`src/rtl/assert_macros.svh`:
```
// Assertion macros shared by the detector RTL.
`ifndef ASSERT_MACROS_SVH
`define ASSERT_MACROS_SVH
`ifndef SYNTHESIS
`define SFD_ASSERT_IMPL(lbl, c, r, ante, cons) \
    lbl: assert property (@(posedge c) disable iff (!r) (ante) |-> (cons)) \
        else $error("%m: same-cycle check failed");
`define SFD_ASSERT_NEXT(lbl, c, r, ante, cons) \
    lbl: assert property (@(posedge c) disable iff (!r) (ante) |=> (cons)) \
        else $error("%m: next-cycle check failed");
`else
`define SFD_ASSERT_IMPL(lbl, c, r, ante, cons)
`define SFD_ASSERT_NEXT(lbl, c, r, ante, cons)
`endif
`endif

```
`src/rtl/sfd_pkg.sv`:
```
// Types, constants and helpers of the shake and face-down detector.
package sfd_pkg;

    localparam int ACCEL_FRAC_BITS_DEF = 12;
    localparam int BASE_EXTRA_BITS     = 12;
    localparam int ACCEL_W             = 16;
    localparam int ABS_W               = ACCEL_W + 1;
    localparam int PROD_W              = 31;
    localparam int SUM_W               = 34;
    localparam int MAG_W               = 16;
    localparam int ROOT_W              = 17;
    localparam int REM_W               = 20;
    localparam int BASE_W              = 32;
    localparam int MAGX_W              = MAG_W + BASE_EXTRA_BITS;
    localparam int NUM_W               = 37;
    localparam int DIV_W               = 36;
    localparam int TIME_W              = 32;
    localparam int CFG_W               = 16;
    localparam int CFG_IDX_W           = 3;
    localparam int FIFO_DEPTH          = 2;
    localparam int SQRT_STEPS          = 17;
    localparam int DIV_DIGITS          = 9;
    localparam int STEP_W              = 5;

    typedef enum logic [CFG_IDX_W-1:0] {
        CFG_SHAKE_THRESHOLD = 3'd0,
        CFG_SHAKE_HOLD_MS   = 3'd1,
        CFG_FACE_Z_LIMIT    = 3'd2,
        CFG_FACE_XY_LIMIT   = 3'd3,
        CFG_COUNT_CEILING   = 3'd4,
        CFG_COUNT_FLOOR     = 3'd5,
        CFG_ENTER_LEVEL     = 3'd6,
        CFG_LEAVE_LEVEL     = 3'd7
    } cfg_index_t;

    typedef struct packed {
        logic        [15:0] shake_threshold;
        logic        [15:0] shake_hold_ms;
        logic signed [15:0] face_z_limit;
        logic        [14:0] face_xy_limit;
        logic        [6:0]  count_ceiling;
        logic signed [7:0]  count_floor;
        logic signed [7:0]  enter_level;
        logic signed [7:0]  leave_level;
    } cfg_t;

    localparam cfg_t CFG_RESET = '{
        shake_threshold: 16'd3277,
        shake_hold_ms:   16'd800,
        face_z_limit:    -16'sd2867,
        face_xy_limit:   15'd1638,
        count_ceiling:   7'd20,
        count_floor:     -8'sd10,
        enter_level:     8'sd15,
        leave_level:     -8'sd8
    };

    typedef struct packed {
        logic [SUM_W-1:0]  sum;
        logic [TIME_W-1:0] time_ms;
        logic              down;
    } sample_t;

    typedef struct packed {
        logic full;
        logic empty;
    } fifo_status_t;

    typedef enum logic [1:0] {
        F_IDLE,
        F_MUL,
        F_ACC,
        F_PUSH
    } front_state_t;

    typedef enum logic [1:0] {
        B_IDLE,
        B_SQRT,
        B_UPDATE,
        B_DIV
    } back_state_t;

    typedef struct packed {
        logic [3:0] q;
        logic [2:0] r;
    } div5_t;

    // one radix-16 digit of a divide by five; val < 80
    function automatic div5_t div5_step(input logic [6:0] val);
        logic [14:0] prod;
        logic [6:0]  qx5;
        logic [6:0]  rem;
        div5_t       d;
        prod = {8'b0, val} * 15'd205;
        d.q  = prod[13:10];
        qx5  = {1'b0, d.q, 2'b00} + {3'b000, d.q};
        rem  = val - qx5;
        d.r  = rem[2:0];
        return d;
    endfunction

endpackage

```
`src/rtl/sfd_if.sv`:
```
// Sample and result channel interfaces of the detector.
interface sfd_sample_if;
    logic                                valid;
    logic                                ready;
    logic signed [sfd_pkg::ACCEL_W-1:0]  accel_x;
    logic signed [sfd_pkg::ACCEL_W-1:0]  accel_y;
    logic signed [sfd_pkg::ACCEL_W-1:0]  accel_z;
    logic        [sfd_pkg::TIME_W-1:0]   time_ms;

    modport source (output valid, output accel_x, output accel_y, output accel_z,
                    output time_ms, input ready);
    modport sink   (input valid, input accel_x, input accel_y, input accel_z,
                    input time_ms, output ready);
endinterface

interface sfd_result_if;
    logic                       valid;
    logic                       ready;
    logic                       shake_active;
    logic                       face_down_active;
    logic [sfd_pkg::MAG_W-1:0]  magnitude;

    modport source (output valid, output shake_active, output face_down_active,
                    output magnitude, input ready);
    modport sink   (input valid, input shake_active, input face_down_active,
                    input magnitude, output ready);
endinterface

```
`src/rtl/sfd_front.sv`:
```
// Front end: accepts samples, classifies face-down and sums the squared axes.
`include "assert_macros.svh"

module sfd_front (
    input  logic                  clk,
    input  logic                  rst_n,
    sfd_sample_if.sink            sample,
    input  sfd_pkg::cfg_t         cfg,
    input  sfd_pkg::fifo_status_t fifo_status,
    output logic                  push,
    output sfd_pkg::sample_t      push_data
);

    sfd_pkg::front_state_t state_reg, state_next;
    logic [1:0]                   cnt_reg, cnt_next;
    logic [sfd_pkg::ABS_W-1:0]    ax_reg, ay_reg, az_reg;
    logic [sfd_pkg::ABS_W-1:0]    ax_in, ay_in, az_in;
    logic [sfd_pkg::TIME_W-1:0]   time_reg;
    logic                         down_reg;
    logic                         down_in;
    logic [sfd_pkg::PROD_W-1:0]   prod_reg;
    logic [sfd_pkg::SUM_W-1:0]    sum_reg;
    logic [sfd_pkg::ABS_W-1:0]    mul_op;
    logic [2*sfd_pkg::ABS_W-1:0]  mul_full;
    logic                         accept;
    logic                         mul_en;
    logic                         acc_en;

    assign ax_in = sample.accel_x[sfd_pkg::ACCEL_W-1]
                 ? sfd_pkg::ABS_W'(0) - {sample.accel_x[sfd_pkg::ACCEL_W-1], sample.accel_x}
                 : {1'b0, sample.accel_x};
    assign ay_in = sample.accel_y[sfd_pkg::ACCEL_W-1]
                 ? sfd_pkg::ABS_W'(0) - {sample.accel_y[sfd_pkg::ACCEL_W-1], sample.accel_y}
                 : {1'b0, sample.accel_y};
    assign az_in = sample.accel_z[sfd_pkg::ACCEL_W-1]
                 ? sfd_pkg::ABS_W'(0) - {sample.accel_z[sfd_pkg::ACCEL_W-1], sample.accel_z}
                 : {1'b0, sample.accel_z};

    assign down_in = (sample.accel_z < cfg.face_z_limit)
                  && (ax_in < {2'b00, cfg.face_xy_limit})
                  && (ay_in < {2'b00, cfg.face_xy_limit});

    always_comb
    begin
        case (cnt_reg)
            2'd0:    mul_op = ax_reg;
            2'd1:    mul_op = ay_reg;
            default: mul_op = az_reg;
        endcase
    end

    assign mul_full = mul_op * mul_op;

    always_comb
    begin
        state_next = state_reg;
        unique case (state_reg)
            sfd_pkg::F_IDLE:
            begin
                if (sample.valid)
                    state_next = sfd_pkg::F_MUL;
            end
            sfd_pkg::F_MUL:
            begin
                if (cnt_reg == 2'd2)
                    state_next = sfd_pkg::F_ACC;
            end
            sfd_pkg::F_ACC:
            begin
                state_next = sfd_pkg::F_PUSH;
            end
            sfd_pkg::F_PUSH:
            begin
                if (!fifo_status.full)
                    state_next = sfd_pkg::F_IDLE;
            end
        endcase
    end

    always_comb
    begin
        sample.ready = 1'b0;
        mul_en       = 1'b0;
        acc_en       = 1'b0;
        push         = 1'b0;
        unique case (state_reg)
            sfd_pkg::F_IDLE:  sample.ready = 1'b1;
            sfd_pkg::F_MUL:   mul_en       = 1'b1;
            sfd_pkg::F_ACC:   acc_en       = 1'b1;
            sfd_pkg::F_PUSH:  push         = !fifo_status.full;
        endcase
    end

    assign accept   = sample.valid && sample.ready;
    assign cnt_next = accept ? 2'd0 : (mul_en ? cnt_reg + 2'd1 : cnt_reg);

    always_ff @(posedge clk or negedge rst_n)
    begin
        if (!rst_n)
        begin
            state_reg <= sfd_pkg::F_IDLE;
            cnt_reg   <= 2'd0;
        end
        else
        begin
            state_reg <= state_next;
            cnt_reg   <= cnt_next;
        end
    end

    always_ff @(posedge clk)
    begin
        if (accept)
        begin
            ax_reg   <= ax_in;
            ay_reg   <= ay_in;
            az_reg   <= az_in;
            time_reg <= sample.time_ms;
            down_reg <= down_in;
            prod_reg <= '0;
            sum_reg  <= '0;
        end
        else if (mul_en)
        begin
            prod_reg <= mul_full[sfd_pkg::PROD_W-1:0];
            sum_reg  <= sum_reg + {3'b000, prod_reg};
        end
        else if (acc_en)
        begin
            sum_reg  <= sum_reg + {3'b000, prod_reg};
        end
    end

    assign push_data = '{sum: sum_reg, time_ms: time_reg, down: down_reg};

    `SFD_ASSERT_NEXT(a_accept_starts_mul, clk, rst_n, accept, (state_reg == sfd_pkg::F_MUL) && (cnt_reg == 2'd0))

endmodule

```
`src/rtl/sfd_fifo.sv`:
```
// Short queue of summed samples between front and back end.
`include "assert_macros.svh"

module sfd_fifo #(
    parameter int DEPTH = sfd_pkg::FIFO_DEPTH
) (
    input  logic                  clk,
    input  logic                  rst_n,
    input  logic                  push,
    input  sfd_pkg::sample_t      push_data,
    input  logic                  pop,
    output sfd_pkg::sample_t      pop_data,
    output sfd_pkg::fifo_status_t status
);

    localparam int PTR_W = (DEPTH > 1) ? $clog2(DEPTH) : 1;
    localparam int CNT_W = $clog2(DEPTH + 1);

    sfd_pkg::sample_t  mem_reg [DEPTH];
    logic [PTR_W-1:0]  wr_ptr_reg, wr_ptr_next;
    logic [PTR_W-1:0]  rd_ptr_reg, rd_ptr_next;
    logic [CNT_W-1:0]  count_reg, count_next;

    assign wr_ptr_next = (wr_ptr_reg == PTR_W'(DEPTH - 1)) ? '0 : wr_ptr_reg + PTR_W'(1);
    assign rd_ptr_next = (rd_ptr_reg == PTR_W'(DEPTH - 1)) ? '0 : rd_ptr_reg + PTR_W'(1);

    always_comb
    begin
        count_next = count_reg;
        if (push && !pop)
            count_next = count_reg + CNT_W'(1);
        else if (pop && !push)
            count_next = count_reg - CNT_W'(1);
    end

    always_ff @(posedge clk or negedge rst_n)
    begin
        if (!rst_n)
        begin
            wr_ptr_reg <= '0;
            rd_ptr_reg <= '0;
            count_reg  <= '0;
        end
        else
        begin
            if (push)
                wr_ptr_reg <= wr_ptr_next;
            if (pop)
                rd_ptr_reg <= rd_ptr_next;
            count_reg <= count_next;
        end
    end

    always_ff @(posedge clk)
    begin
        if (push)
            mem_reg[wr_ptr_reg] <= push_data;
    end

    assign pop_data     = mem_reg[rd_ptr_reg];
    assign status.full  = (count_reg == CNT_W'(DEPTH));
    assign status.empty = (count_reg == '0);

    `SFD_ASSERT_IMPL(a_no_push_when_full, clk, rst_n, push, !status.full)
    `SFD_ASSERT_IMPL(a_no_pop_when_empty, clk, rst_n, pop, !status.empty)

endmodule

```
`src/rtl/sfd_back.sv`:
```
// Back end: square root, shake and face-down state update, baseline filter.
`include "assert_macros.svh"

module sfd_back #(
    parameter int ACCEL_FRAC_BITS = sfd_pkg::ACCEL_FRAC_BITS_DEF
) (
    input  logic                  clk,
    input  logic                  rst_n,
    input  sfd_pkg::cfg_t         cfg,
    input  sfd_pkg::fifo_status_t fifo_status,
    input  sfd_pkg::sample_t      pop_data,
    output logic                  pop,
    sfd_result_if.source          result
);

    localparam logic [sfd_pkg::BASE_W-1:0] BASE_RESET =
        sfd_pkg::BASE_W'(1) << (ACCEL_FRAC_BITS + sfd_pkg::BASE_EXTRA_BITS);

    sfd_pkg::back_state_t state_reg, state_next;
    logic [sfd_pkg::STEP_W-1:0]  step_reg;
    logic [sfd_pkg::SUM_W-1:0]   rad_reg;
    logic [sfd_pkg::REM_W-1:0]   rem_reg;
    logic [sfd_pkg::ROOT_W-1:0]  root_reg;
    logic [sfd_pkg::TIME_W-1:0]  time_reg;
    logic                        down_reg;
    logic [sfd_pkg::BASE_W-1:0]  baseline_reg;
    logic [sfd_pkg::TIME_W-1:0]  last_time_reg;
    logic                        shake_reg, shake_next;
    logic signed [7:0]           face_count_reg, face_count_next;
    logic                        face_reg, face_next;
    logic [sfd_pkg::DIV_W-1:0]   div_reg;
    logic [2:0]                  div_rem_reg;
    logic                        out_valid_reg;
    logic                        out_shake_reg;
    logic                        out_face_reg;
    logic [sfd_pkg::MAG_W-1:0]   out_mag_reg;

    logic                        out_free;
    logic                        sqrt_en, update_en, div_en;
    logic                        last_step;
    logic [sfd_pkg::REM_W-1:0]   rem_shift, trial;
    logic                        root_bit;
    logic [sfd_pkg::MAG_W-1:0]   mag;
    logic [sfd_pkg::MAGX_W-1:0]  magx;
    logic [32:0]                 dev, dev_abs, thr_x;
    logic                        dev_over;
    logic [sfd_pkg::TIME_W-1:0]  elapsed;
    logic signed [7:0]           ceil_s;
    logic [sfd_pkg::NUM_W-1:0]   base_ext, num;
    sfd_pkg::div5_t              digit;

    assign out_free = !out_valid_reg || result.ready;

    always_comb
    begin
        state_next = state_reg;
        unique case (state_reg)
            sfd_pkg::B_IDLE:
            begin
                if (!fifo_status.empty)
                    state_next = sfd_pkg::B_SQRT;
            end
            sfd_pkg::B_SQRT:
            begin
                if (last_step)
                    state_next = sfd_pkg::B_UPDATE;
            end
            sfd_pkg::B_UPDATE:
            begin
                if (out_free)
                    state_next = sfd_pkg::B_DIV;
            end
            sfd_pkg::B_DIV:
            begin
                if (last_step)
                    state_next = sfd_pkg::B_IDLE;
            end
        endcase
    end

    always_comb
    begin
        pop       = 1'b0;
        sqrt_en   = 1'b0;
        update_en = 1'b0;
        div_en    = 1'b0;
        last_step = 1'b0;
        unique case (state_reg)
            sfd_pkg::B_IDLE:   pop       = !fifo_status.empty;
            sfd_pkg::B_SQRT:
            begin
                sqrt_en   = 1'b1;
                last_step = (step_reg == sfd_pkg::STEP_W'(sfd_pkg::SQRT_STEPS - 1));
            end
            sfd_pkg::B_UPDATE: update_en = out_free;
            sfd_pkg::B_DIV:
            begin
                div_en    = 1'b1;
                last_step = (step_reg == sfd_pkg::STEP_W'(sfd_pkg::DIV_DIGITS - 1));
            end
        endcase
    end

    // square root, one result bit per step
    assign rem_shift = {rem_reg[sfd_pkg::REM_W-3:0], rad_reg[sfd_pkg::SUM_W-1 -: 2]};
    assign trial     = {1'b0, root_reg, 2'b01};
    assign root_bit  = (rem_shift >= trial);

    // shake decision
    assign mag      = root_reg[sfd_pkg::MAG_W-1:0];
    assign magx     = {mag, sfd_pkg::BASE_EXTRA_BITS'(0)};
    assign dev      = {5'b0, magx} - {1'b0, baseline_reg};
    assign dev_abs  = dev[32] ? 33'd0 - dev : dev;
    assign thr_x    = {5'b0, cfg.shake_threshold, sfd_pkg::BASE_EXTRA_BITS'(0)};
    assign dev_over = (dev_abs > thr_x);
    assign elapsed  = time_reg - last_time_reg;

    always_comb
    begin
        shake_next = shake_reg;
        if (dev_over)
            shake_next = 1'b1;
        else if (elapsed > {16'b0, cfg.shake_hold_ms})
            shake_next = 1'b0;
    end

    // face-down counter and hysteresis
    assign ceil_s = signed'({1'b0, cfg.count_ceiling});

    always_comb
    begin
        face_count_next = face_count_reg;
        if (down_reg)
        begin
            if (face_count_reg < ceil_s)
                face_count_next = face_count_reg + 8'sd1;
        end
        else if (face_count_reg > cfg.count_floor)
        begin
            face_count_next = face_count_reg - 8'sd1;
        end
        face_next = face_reg;
        if (!face_reg && (face_count_next >= cfg.enter_level))
            face_next = 1'b1;
        else if (face_reg && (face_count_next <= cfg.leave_level))
            face_next = 1'b0;
    end

    // 19 * baseline + new magnitude, divided by 20 as a shift and radix-16 divide by 5
    assign base_ext = {5'b0, baseline_reg};
    assign num      = (base_ext << 4) + (base_ext << 1) + base_ext + {9'b0, magx};
    assign digit    = sfd_pkg::div5_step({div_rem_reg, div_reg[sfd_pkg::DIV_W-1 -: 4]});

    always_ff @(posedge clk or negedge rst_n)
    begin
        if (!rst_n)
        begin
            state_reg      <= sfd_pkg::B_IDLE;
            step_reg       <= '0;
            baseline_reg   <= BASE_RESET;
            last_time_reg  <= '0;
            shake_reg      <= 1'b0;
            face_count_reg <= '0;
            face_reg       <= 1'b0;
            out_valid_reg  <= 1'b0;
        end
        else
        begin
            state_reg <= state_next;
            if (pop || update_en || last_step)
                step_reg <= '0;
            else if (sqrt_en || div_en)
                step_reg <= step_reg + sfd_pkg::STEP_W'(1);
            if (update_en)
            begin
                shake_reg      <= shake_next;
                face_count_reg <= face_count_next;
                face_reg       <= face_next;
                if (dev_over)
                    last_time_reg <= time_reg;
            end
            if (div_en && last_step)
                baseline_reg <= {div_reg[27:0], digit.q};
            if (update_en)
                out_valid_reg <= 1'b1;
            else if (result.ready)
                out_valid_reg <= 1'b0;
        end
    end

    always_ff @(posedge clk)
    begin
        if (pop)
        begin
            rad_reg  <= pop_data.sum;
            rem_reg  <= '0;
            root_reg <= '0;
            time_reg <= pop_data.time_ms;
            down_reg <= pop_data.down;
        end
        else if (sqrt_en)
        begin
            rad_reg  <= rad_reg << 2;
            rem_reg  <= root_bit ? rem_shift - trial : rem_shift;
            root_reg <= {root_reg[sfd_pkg::ROOT_W-2:0], root_bit};
        end
        if (update_en)
        begin
            div_reg       <= {1'b0, num[sfd_pkg::NUM_W-1:2]};
            div_rem_reg   <= 3'd0;
            out_shake_reg <= shake_next;
            out_face_reg  <= face_next;
            out_mag_reg   <= mag;
        end
        else if (div_en)
        begin
            div_reg     <= {div_reg[sfd_pkg::DIV_W-5:0], digit.q};
            div_rem_reg <= digit.r;
        end
    end

    assign result.valid            = out_valid_reg;
    assign result.shake_active     = out_shake_reg;
    assign result.face_down_active = out_face_reg;
    assign result.magnitude        = out_mag_reg;

    `SFD_ASSERT_NEXT(a_update_fills_output, clk, rst_n, update_en, out_valid_reg)

endmodule

```
`src/rtl/shake_and_face_down_detector.sv`:
```
// An accepted sample passes the front end, the queue and the back end in turn.
// The back end sets the pace: it works on one word at a time, through its 17-step
// square root and 9-digit divide by 20 of the baseline filter, and waits while its
// result word is not taken; the front end runs ahead by up to FIFO_DEPTH words.
// Reset: asynchronous, active low; clears control, flags, counter, baseline to 1 g
// and all configuration registers to their defaults.
module shake_and_face_down_detector #(
    parameter int ACCEL_FRAC_BITS = sfd_pkg::ACCEL_FRAC_BITS_DEF,
    parameter int FIFO_DEPTH      = sfd_pkg::FIFO_DEPTH
) (
    input  logic                            clk,
    input  logic                            rst_n,
    sfd_sample_if.sink                      sample,
    sfd_result_if.source                    result,
    input  logic                            cfg_we,
    input  logic [sfd_pkg::CFG_IDX_W-1:0]   cfg_index,
    input  logic [sfd_pkg::CFG_W-1:0]       cfg_wdata
);

    sfd_pkg::cfg_t         cfg_reg;
    sfd_pkg::fifo_status_t fifo_status;
    sfd_pkg::sample_t      push_data, pop_data;
    logic                  push, pop;

    always_ff @(posedge clk or negedge rst_n)
    begin
        if (!rst_n)
        begin
            cfg_reg <= sfd_pkg::CFG_RESET;
        end
        else if (cfg_we)
        begin
            unique case (sfd_pkg::cfg_index_t'(cfg_index))
                sfd_pkg::CFG_SHAKE_THRESHOLD:
                    cfg_reg.shake_threshold <= cfg_wdata;
                sfd_pkg::CFG_SHAKE_HOLD_MS:
                    cfg_reg.shake_hold_ms   <= cfg_wdata;
                sfd_pkg::CFG_FACE_Z_LIMIT:
                    cfg_reg.face_z_limit    <= signed'(cfg_wdata);
                sfd_pkg::CFG_FACE_XY_LIMIT:
                    cfg_reg.face_xy_limit   <= cfg_wdata[14:0];
                sfd_pkg::CFG_COUNT_CEILING:
                    cfg_reg.count_ceiling   <= cfg_wdata[6:0];
                sfd_pkg::CFG_COUNT_FLOOR:
                    cfg_reg.count_floor     <= signed'(cfg_wdata[7:0]);
                sfd_pkg::CFG_ENTER_LEVEL:
                    cfg_reg.enter_level     <= signed'(cfg_wdata[7:0]);
                sfd_pkg::CFG_LEAVE_LEVEL:
                    cfg_reg.leave_level     <= signed'(cfg_wdata[7:0]);
            endcase
        end
    end

    sfd_front u_front (
        .clk         (clk),
        .rst_n       (rst_n),
        .sample      (sample),
        .cfg         (cfg_reg),
        .fifo_status (fifo_status),
        .push        (push),
        .push_data   (push_data)
    );

    sfd_fifo #(
        .DEPTH (FIFO_DEPTH)
    ) u_fifo (
        .clk       (clk),
        .rst_n     (rst_n),
        .push      (push),
        .push_data (push_data),
        .pop       (pop),
        .pop_data  (pop_data),
        .status    (fifo_status)
    );

    sfd_back #(
        .ACCEL_FRAC_BITS (ACCEL_FRAC_BITS)
    ) u_back (
        .clk         (clk),
        .rst_n       (rst_n),
        .cfg         (cfg_reg),
        .fifo_status (fifo_status),
        .pop_data    (pop_data),
        .pop         (pop),
        .result      (result)
    );

endmodule

```
`src/flat_wrapper.sv`:
```
// flat-port wrapper written by rule: the top's interface ports become plain ports
module shake_and_face_down_detector_flat 
#(
    parameter int ACCEL_FRAC_BITS = sfd_pkg::ACCEL_FRAC_BITS_DEF,
    parameter int FIFO_DEPTH      = sfd_pkg::FIFO_DEPTH
)
  (clk, rst_n, cfg_we, cfg_index, cfg_wdata, sample_valid, sample_accel_x, sample_accel_y, sample_accel_z, sample_time_ms, sample_ready, result_valid, result_shake_active, result_face_down_active, result_magnitude, result_ready);
  sfd_sample_if sample_i ();
  sfd_result_if result_i ();
  input  logic clk;
  input  logic rst_n;
  input  logic cfg_we;
  input  logic [sfd_pkg::CFG_IDX_W-1:0] cfg_index;
  input  logic [sfd_pkg::CFG_W-1:0] cfg_wdata;
  input wire logic [$bits(sample_i.valid)-1:0] sample_valid;
  input wire logic [$bits(sample_i.accel_x)-1:0] sample_accel_x;
  input wire logic [$bits(sample_i.accel_y)-1:0] sample_accel_y;
  input wire logic [$bits(sample_i.accel_z)-1:0] sample_accel_z;
  input wire logic [$bits(sample_i.time_ms)-1:0] sample_time_ms;
  output wire logic [$bits(sample_i.ready)-1:0] sample_ready;
  output wire logic [$bits(result_i.valid)-1:0] result_valid;
  output wire logic [$bits(result_i.shake_active)-1:0] result_shake_active;
  output wire logic [$bits(result_i.face_down_active)-1:0] result_face_down_active;
  output wire logic [$bits(result_i.magnitude)-1:0] result_magnitude;
  input wire logic [$bits(result_i.ready)-1:0] result_ready;
  assign sample_i.valid = sample_valid;
  assign sample_i.accel_x = sample_accel_x;
  assign sample_i.accel_y = sample_accel_y;
  assign sample_i.accel_z = sample_accel_z;
  assign sample_i.time_ms = sample_time_ms;
  assign sample_ready = sample_i.ready;
  assign result_valid = result_i.valid;
  assign result_shake_active = result_i.shake_active;
  assign result_face_down_active = result_i.face_down_active;
  assign result_magnitude = result_i.magnitude;
  assign result_i.ready = result_ready;
  shake_and_face_down_detector #(.ACCEL_FRAC_BITS(ACCEL_FRAC_BITS), .FIFO_DEPTH(FIFO_DEPTH)) u_core (.clk(clk), .rst_n(rst_n), .sample(sample_i), .result(result_i), .cfg_we(cfg_we), .cfg_index(cfg_index), .cfg_wdata(cfg_wdata));
endmodule
```
`config.mk`:
```
export PLATFORM = sky130hd
export DESIGN_NAME = shake_and_face_down_detector_flat
export DESIGN_NICKNAME = d
export VERILOG_FILES = /design/src/rtl/sfd_pkg.sv /design/src/rtl/sfd_if.sv /design/src/rtl/sfd_front.sv /design/src/rtl/sfd_fifo.sv /design/src/rtl/sfd_back.sv /design/src/rtl/shake_and_face_down_detector.sv /design/src/flat_wrapper.sv
export VERILOG_INCLUDE_DIRS = /design/src /design/src/rtl
export SDC_FILE = /design/constraint.sdc
export NUM_CORES = 2
export LEC_CHECK = 0
export BUFFER_PORTS_ARGS = -buffer_cell sky130_fd_sc_hd__buf_2
export CORE_MARGIN = 10
export CORE_UTILIZATION = 40
export CTS_CLUSTER_DIAMETER = 60
export DETAILED_ROUTE_END_ITERATION = 10
export HOLD_SLACK_MARGIN = 0.02
export PLACE_DENSITY = 0.62
export SLEW_MARGIN = 20
export SYNTH_ARGS = -nofsm -noshare
export SYNTH_HDL_FRONTEND = slang
export SYNTH_HIERARCHICAL = 1
export SYNTH_SLANG_ARGS = --single-unit
```
`constraint.sdc`:
```
create_clock -name clk -period 7.1 [get_ports clk]
set_input_delay 1.065 -clock clk [delete_from_list [all_inputs] [get_ports clk]]
set_output_delay 1.065 -clock clk [all_outputs]
set_load 0.1 [all_outputs]
```
* Yosys cells after proc, flatten, opt, wreduce, memory -nomap -nowiden
Memories as Yosys holds them, arrays and structs flattened.
Cells that the tools add are included.
** Storage, ports and cells
- Flip-flop bits (word level) :: 492
- Bits in writable memories :: 134
- Input bits :: 104
- Logic and storage cells :: 189
- Memories kept :: 1
** Cells by class
- $add $sub $neg :: 21
- Multiply operators :: 2
- $lt $le $gt $ge :: 10
- Eq/ne operators :: 25
- Multiplexer cells :: 49
- Reduce and logical (&&, ||, !) cells :: 41
** Memory list
- u_core.u_fifo.mem_reg :: words 2, width 67, read ports 1, clocked after memory_dff 0, write ports 1, RTL line sfd_fifo.sv:19 : sfd_pkg::sample_t mem_reg [DEPTH];
** Operator list (count)
- $mux W34 :: 4
- $mux W35 :: 2
- $sub A1 B16 Y17 const A :: 3
- $add A36 B33 Y37 :: 1
- $add A37 B28 Y37 :: 1
- $add A37 B32 Y37 :: 1
- $add A34 B31 Y34 :: 1
- $lt A17 B15 Y1 :: 2
- $mux W17 :: 2
- $pmux W17 S2 :: 1
- $gt A33 B28 Y1 :: 1
- $mux W33 :: 1
- $sub A1 B33 Y33 const A :: 1
- $sub A28 B32 Y33 :: 1
- $gt A32 B16 Y1 :: 1
- $sub A32 B32 Y32 :: 1
- $mul A17 B17 Y31 :: 1
- $mux W8 :: 3
- $mux W2 :: 11
- $ge A20 B19 Y1 :: 1
- $mux W1 :: 18
- $mux W18 :: 1
- $reduce_and A2 Y1 :: 9
- $sub A18 B18 Y18 :: 1
- other kinds (34) :: 79

* Logic depth before layout (Yosys ltp)
- Depth in word-level cells :: 7
- Gate-level depth with buffers :: 32

* Hierarchy
Netlist, hierarchy kept.
** Modules (own cells, without submodules)
- sfd_back :: instances 1, cells an instance 1997, area each 19312.3 sq um, seq. area each 6437.4 sq um
- sfd_front :: instances 1, cells an instance 1758, area each 16415.7 sq um, seq. area each 3903.7 sq um
- sfd_fifo :: instances 1, cells an instance 225, area each 5112.4 sq um, seq. area each 4124.0 sq um
- shake_and_face_down_detector :: instances 1, cells an instance 207, area each 3679.8 sq um, seq. area each 2406.1 sq um

* Least setup slack after synthesis
No wires, ideal clock.
- Path kind :: flip-flop to flip-flop
- Start point :: reg u_core.u_front.cnt_reg[0]
- End point :: reg u_core/u_front/prod_reg[25] in the netlist's numbering
- Library setup time :: 0.137 ns
- Arrival :: 7.264 ns
- Required time :: 6.963 ns
- Setup slack :: -0.302 ns
- Cell stages (with the launch flop) :: 31
- Path buffers :: 4
- Cells stage by stage :: dfrtp_1 > inv_1 > ha_1 > buf_2 > nor2_1 > clkbuf_1 > buf_1 > nand2_1 > nand2_1 > clkbuf_1 > nand2_1 > fa_1 > inv_1 > fa_1 > inv_1 > fa_1 > inv_1 > fa_1 > fa_1 > inv_1 > fa_1 > inv_1 > ha_1 > nand4_1 > or2_2 > nor4_1 > o221ai_1 > a21boi_0 > nor2_1 > a41oi_1 > o221ai_1
** Between the ends
- Longest elaborated chain between the ends :: 3
** Ends and longest elaborated chain
- start: declaration :: RTL line sfd_front.sv:15 : logic [1:0] cnt_reg, cnt_next;
- start signal: assignment :: RTL line sfd_front.sv:107 : cnt_reg <= cnt_next;
- $eq A2 B1 Y1 / $logic_not A2 Y1 (equally long branches) :: RTL line sfd_front.sv:45 : case (cnt_reg)
- $pmux W17 S2 (*) :: RTL line sfd_front.sv:45
- $mul A17 B17 Y31 (*) :: RTL line sfd_front.sv:52 : assign mul_full = mul_op * mul_op;
- end signal: assignment :: RTL line sfd_front.sv:125 : prod_reg <= mul_full[sfd_pkg::PROD_W-1:0];
- end: declaration :: RTL line sfd_front.sv:21 : logic [sfd_pkg::PROD_W-1:0] prod_reg;
Mark *: on every way between the ends. The rest lies on a longest branch, timed or not.
A chain may end at the register's enable or synchronous reset.

* Final worst setup path
- Start point :: reg u_core.u_front.cnt_reg[0]
- End point :: reg u_core/u_front/prod_reg[27] in the netlist's numbering
The elaborated chain is that of the path after synthesis.

==> flow_metrics.py <==
metrics = {
    "global_route": {
        "grt_pass1_wl_um": 176000,
        "overflow": 0,
        "antenna_found_initial": 11,
        "grt_usage_pct": 17.4,
        "grt_max_degree": 88,
        "grt_pass1_vias": 31500,
    },
    "drt": {
        "drtIter0Drc": 2006,
        "wl_per_cell_um": 18.6,
        "vias": 31200,
        "routed_wl_um": 111000,
        "postRouteAntennaNets": 0,
        "drc_errors": 0,
        "firstDrtPassIters": 6,
        "avgViaCountPerCell": 5.25,
    },
    "synth": {
        "syn_area_um2": 44500,
        "seq_area_frac_synth_pct": 37.9,
        "synth_edf_count": 338,
        "yosys_warnings": 6,
        "yosysTopAreaCellShare_pct": 22.8,
        "synthTopCellsByArea": "edfxtp_1, ha_1, fa_1, dfrtp_1, mux2_2",
        "synthCells": 4187,
        "synth-seq-cells": 625,
        "avgSynthCellArea_um2": 10.6,
        "dominantRegCellSynth": "edfxtp_1",
        "ys_types": 101,
        "yosys.area.top_type": "edfxtp_1",
        "yosys-top-cells-count": "inv_1, ha_1, edfxtp_1, nand2_1, nor2_1",
        "yosys.cell_count.top_type": "inv_1",
        "async_flop_share_pct": 29.4,
    },
    "setup_path": {
        "worstSetupPathType": "reg2reg",
        "crit_top_cell": "fa_1",
        "end_kind": "flip-flop",
        "start_kind": "flip-flop",
        "crit_fanout": 6,
        "crit_arrival_ns": 7.42,
        "r2r_cells": 25,
        "cp_slowest_stage_delay_ns": 0.60,
        "worstPathRequired_ns": 7.63,
        "slowest_stage": "fa_1",
        "r2r_end": "u_core/u_front/prod_reg[27]",
        "r2r-start": "u_core/u_front/cnt_reg[0]",
        "r2r_slack_ns": 0.21,
    },
    "placement": {
        "port_buffers": 123,
        "gp_congestion": 0.909,
        "hpwl_um": 83900,
        "dp_cells": 5782,
    },
    "cells_and_area": {
        "drive_above_1_share_pct": 17.3,
        "fin_util_pct": 45.8,
        "finalNonFillerCells": 5950,
        "layout.nets": 5149,
        "area_growth_pct": 13.8,
        "largest_reg_flops": 134,
    },
    "cts": {
        "clock-sinks": 625,
        "cts_buffers": 78,
        "clkTransAtPathRegs_ns": 0.06,
        "clk_latency_ns": 0.67,
        "clock-root-buffer": "clkbuf_16",
        "clockBufferDepth": 3,
        "htree_levels": 3,
        "cts_tree": "built",
    },
    "floorplan": {
        "die_area_um2": 125000,
        "die_w_um": 354,
        "io-pin-count": 124,
        "initial_utilization_pct": 40.3,
        "dieHeight_um": 354,
        "rows": 122,
        "coreArea_um2": 111000,
    },
    "sta": {
        "post-route-period-util_pct": 97.1,
        "slew_viol_final": 0,
        "whs_ns": 0.442,
        "relSlewSlack_pct": 28.9,
        "clock_skew_ns": 0.0380,
        "setup_violations": 0,
        "fin_crit_ns": 6.89,
        "max_freq_ghz": 0.145,
        "worst_pin_slew_ns": 1.06,
        "finalHoldViolations": 0,
        "rsz0062_at_grt": "yes",
    },
    "run": {
        "maxCapViolCount": 0,
    },
    "min_path": {
        "hold_path_end": "u_core/u_fifo/mem_reg[0][5]",
        "hold_depth": 0,
        "min-delay-start": "u_core/u_front/time_reg[4]",
        "hp-class": "reg2reg",
    },
    "outcome": {
        "status": "finished clean",
    },
}
layout by cell type (no fill, tap or decap), drive strengths merged, types with 72 or more instances in the layout:
cell type / Yosys / routed
mux2: 226 / 226
a21oi: 198 / 198
clkbuf: 71 / 101
buf: 45 / 236
edfxtp: 338 / 338
nor2: 276 / 276
dfrtp: 140 / 140
dfxtp: 103 / 103
fa: 248 / 248
xor2: 72 / 72
nand2: 320 / 321
xnor2: 147 / 147
inv: 516 / 530
ha: 404 / 404
o21ai: 187 / 187
a21o: 75 / 75
metal layers:
layer | track usage, % | up-vias | share of wire [%]
li1 | - | 15100 | -
met1 | 23.4 | 15300 | 44
met2 | 29.2 | 692 | 48
met3 | 2.63 | 147 | 5.5
met4 | 4.71 | 4 | 2.3
met5 | 0 | - | 0.023
worst max-delay path: cells and delay by family, from the launching register on:
family	cells	cell delay, ns
fa+ha+maj	8	3.66
compound gates	5	0.88
simple gates	5	0.86
buf+inv	5	0.63
flops	1	0.43
xor+xnor	1	0.16
mux	1	0.13
logic make-up after synthesis:
logic type,Yosys count,synth area share (%)
and+or+nand+nor,951,10.3
AOI/OAI and AO/OA,806,11.9
adders and majority gates,652,22.5
buffers and inverters,639,5.63
DFF,625,37.9
muxes,294,7.50
xor gates and xnor gates,219,4.31
other,1,0.00842
timing repair:
action | in CTS | in global routing
gates resized for setup | 10 | 109
pin swaps | 1 | 23
buffers inserted | 0 | 14
gates cloned | 0 | 4
hold buffers | 0 | 0
setup endpoints to repair | 6 | 47
worst max path at each step:
stage | start | end | slack [ns]
after global placement | u_core/u_front/cnt_reg[0] | u_core/u_front/prod_reg[25] | -0.03
final | u_core/u_front/cnt_reg[0] | u_core/u_front/prod_reg[27] | 0.21
after CTS | u_core/u_front/cnt_reg[1] | u_core/u_front/prod_reg[29] | 0.01
after detailed placement | u_core/u_front/cnt_reg[0] | u_core/u_front/prod_reg[29] | -0.16
after global routing | u_core/u_front/cnt_reg[0] | u_core/u_front/prod_reg[27] | -0.09
after floorplan | u_core/u_front/cnt_reg[0] | u_core/u_front/prod_reg[25] | 0.04
metrics by stage:
step                      cell area, um^2  worst slack (ns)  TNS (ns)
after floorplan                     44500            0.0436         0
after global placement              47300           -0.0295   -0.0394
after detailed placement            47300            -0.159    -0.476
after CTS                           50100           0.00979         0
after global routing                50600           -0.0898    -0.367
final                               50600             0.208         0
cell type report:
class | instances | area [um^2]
fillers | 10400 | 59900
multi-input cells | 2926 | 25600
flip-flops and latches | 625 | 16900
clock buffers | 98 | 2120
inverters | 523 | 1980
well taps | 1488 | 1860
repair buffers | 239 | 1620
clock inverters | 47 | 562
diodes | 4 | 10.0
Power is not shown: default switching activity piles up to over one toggle a cycle in this logic, so the estimate is an artifact.
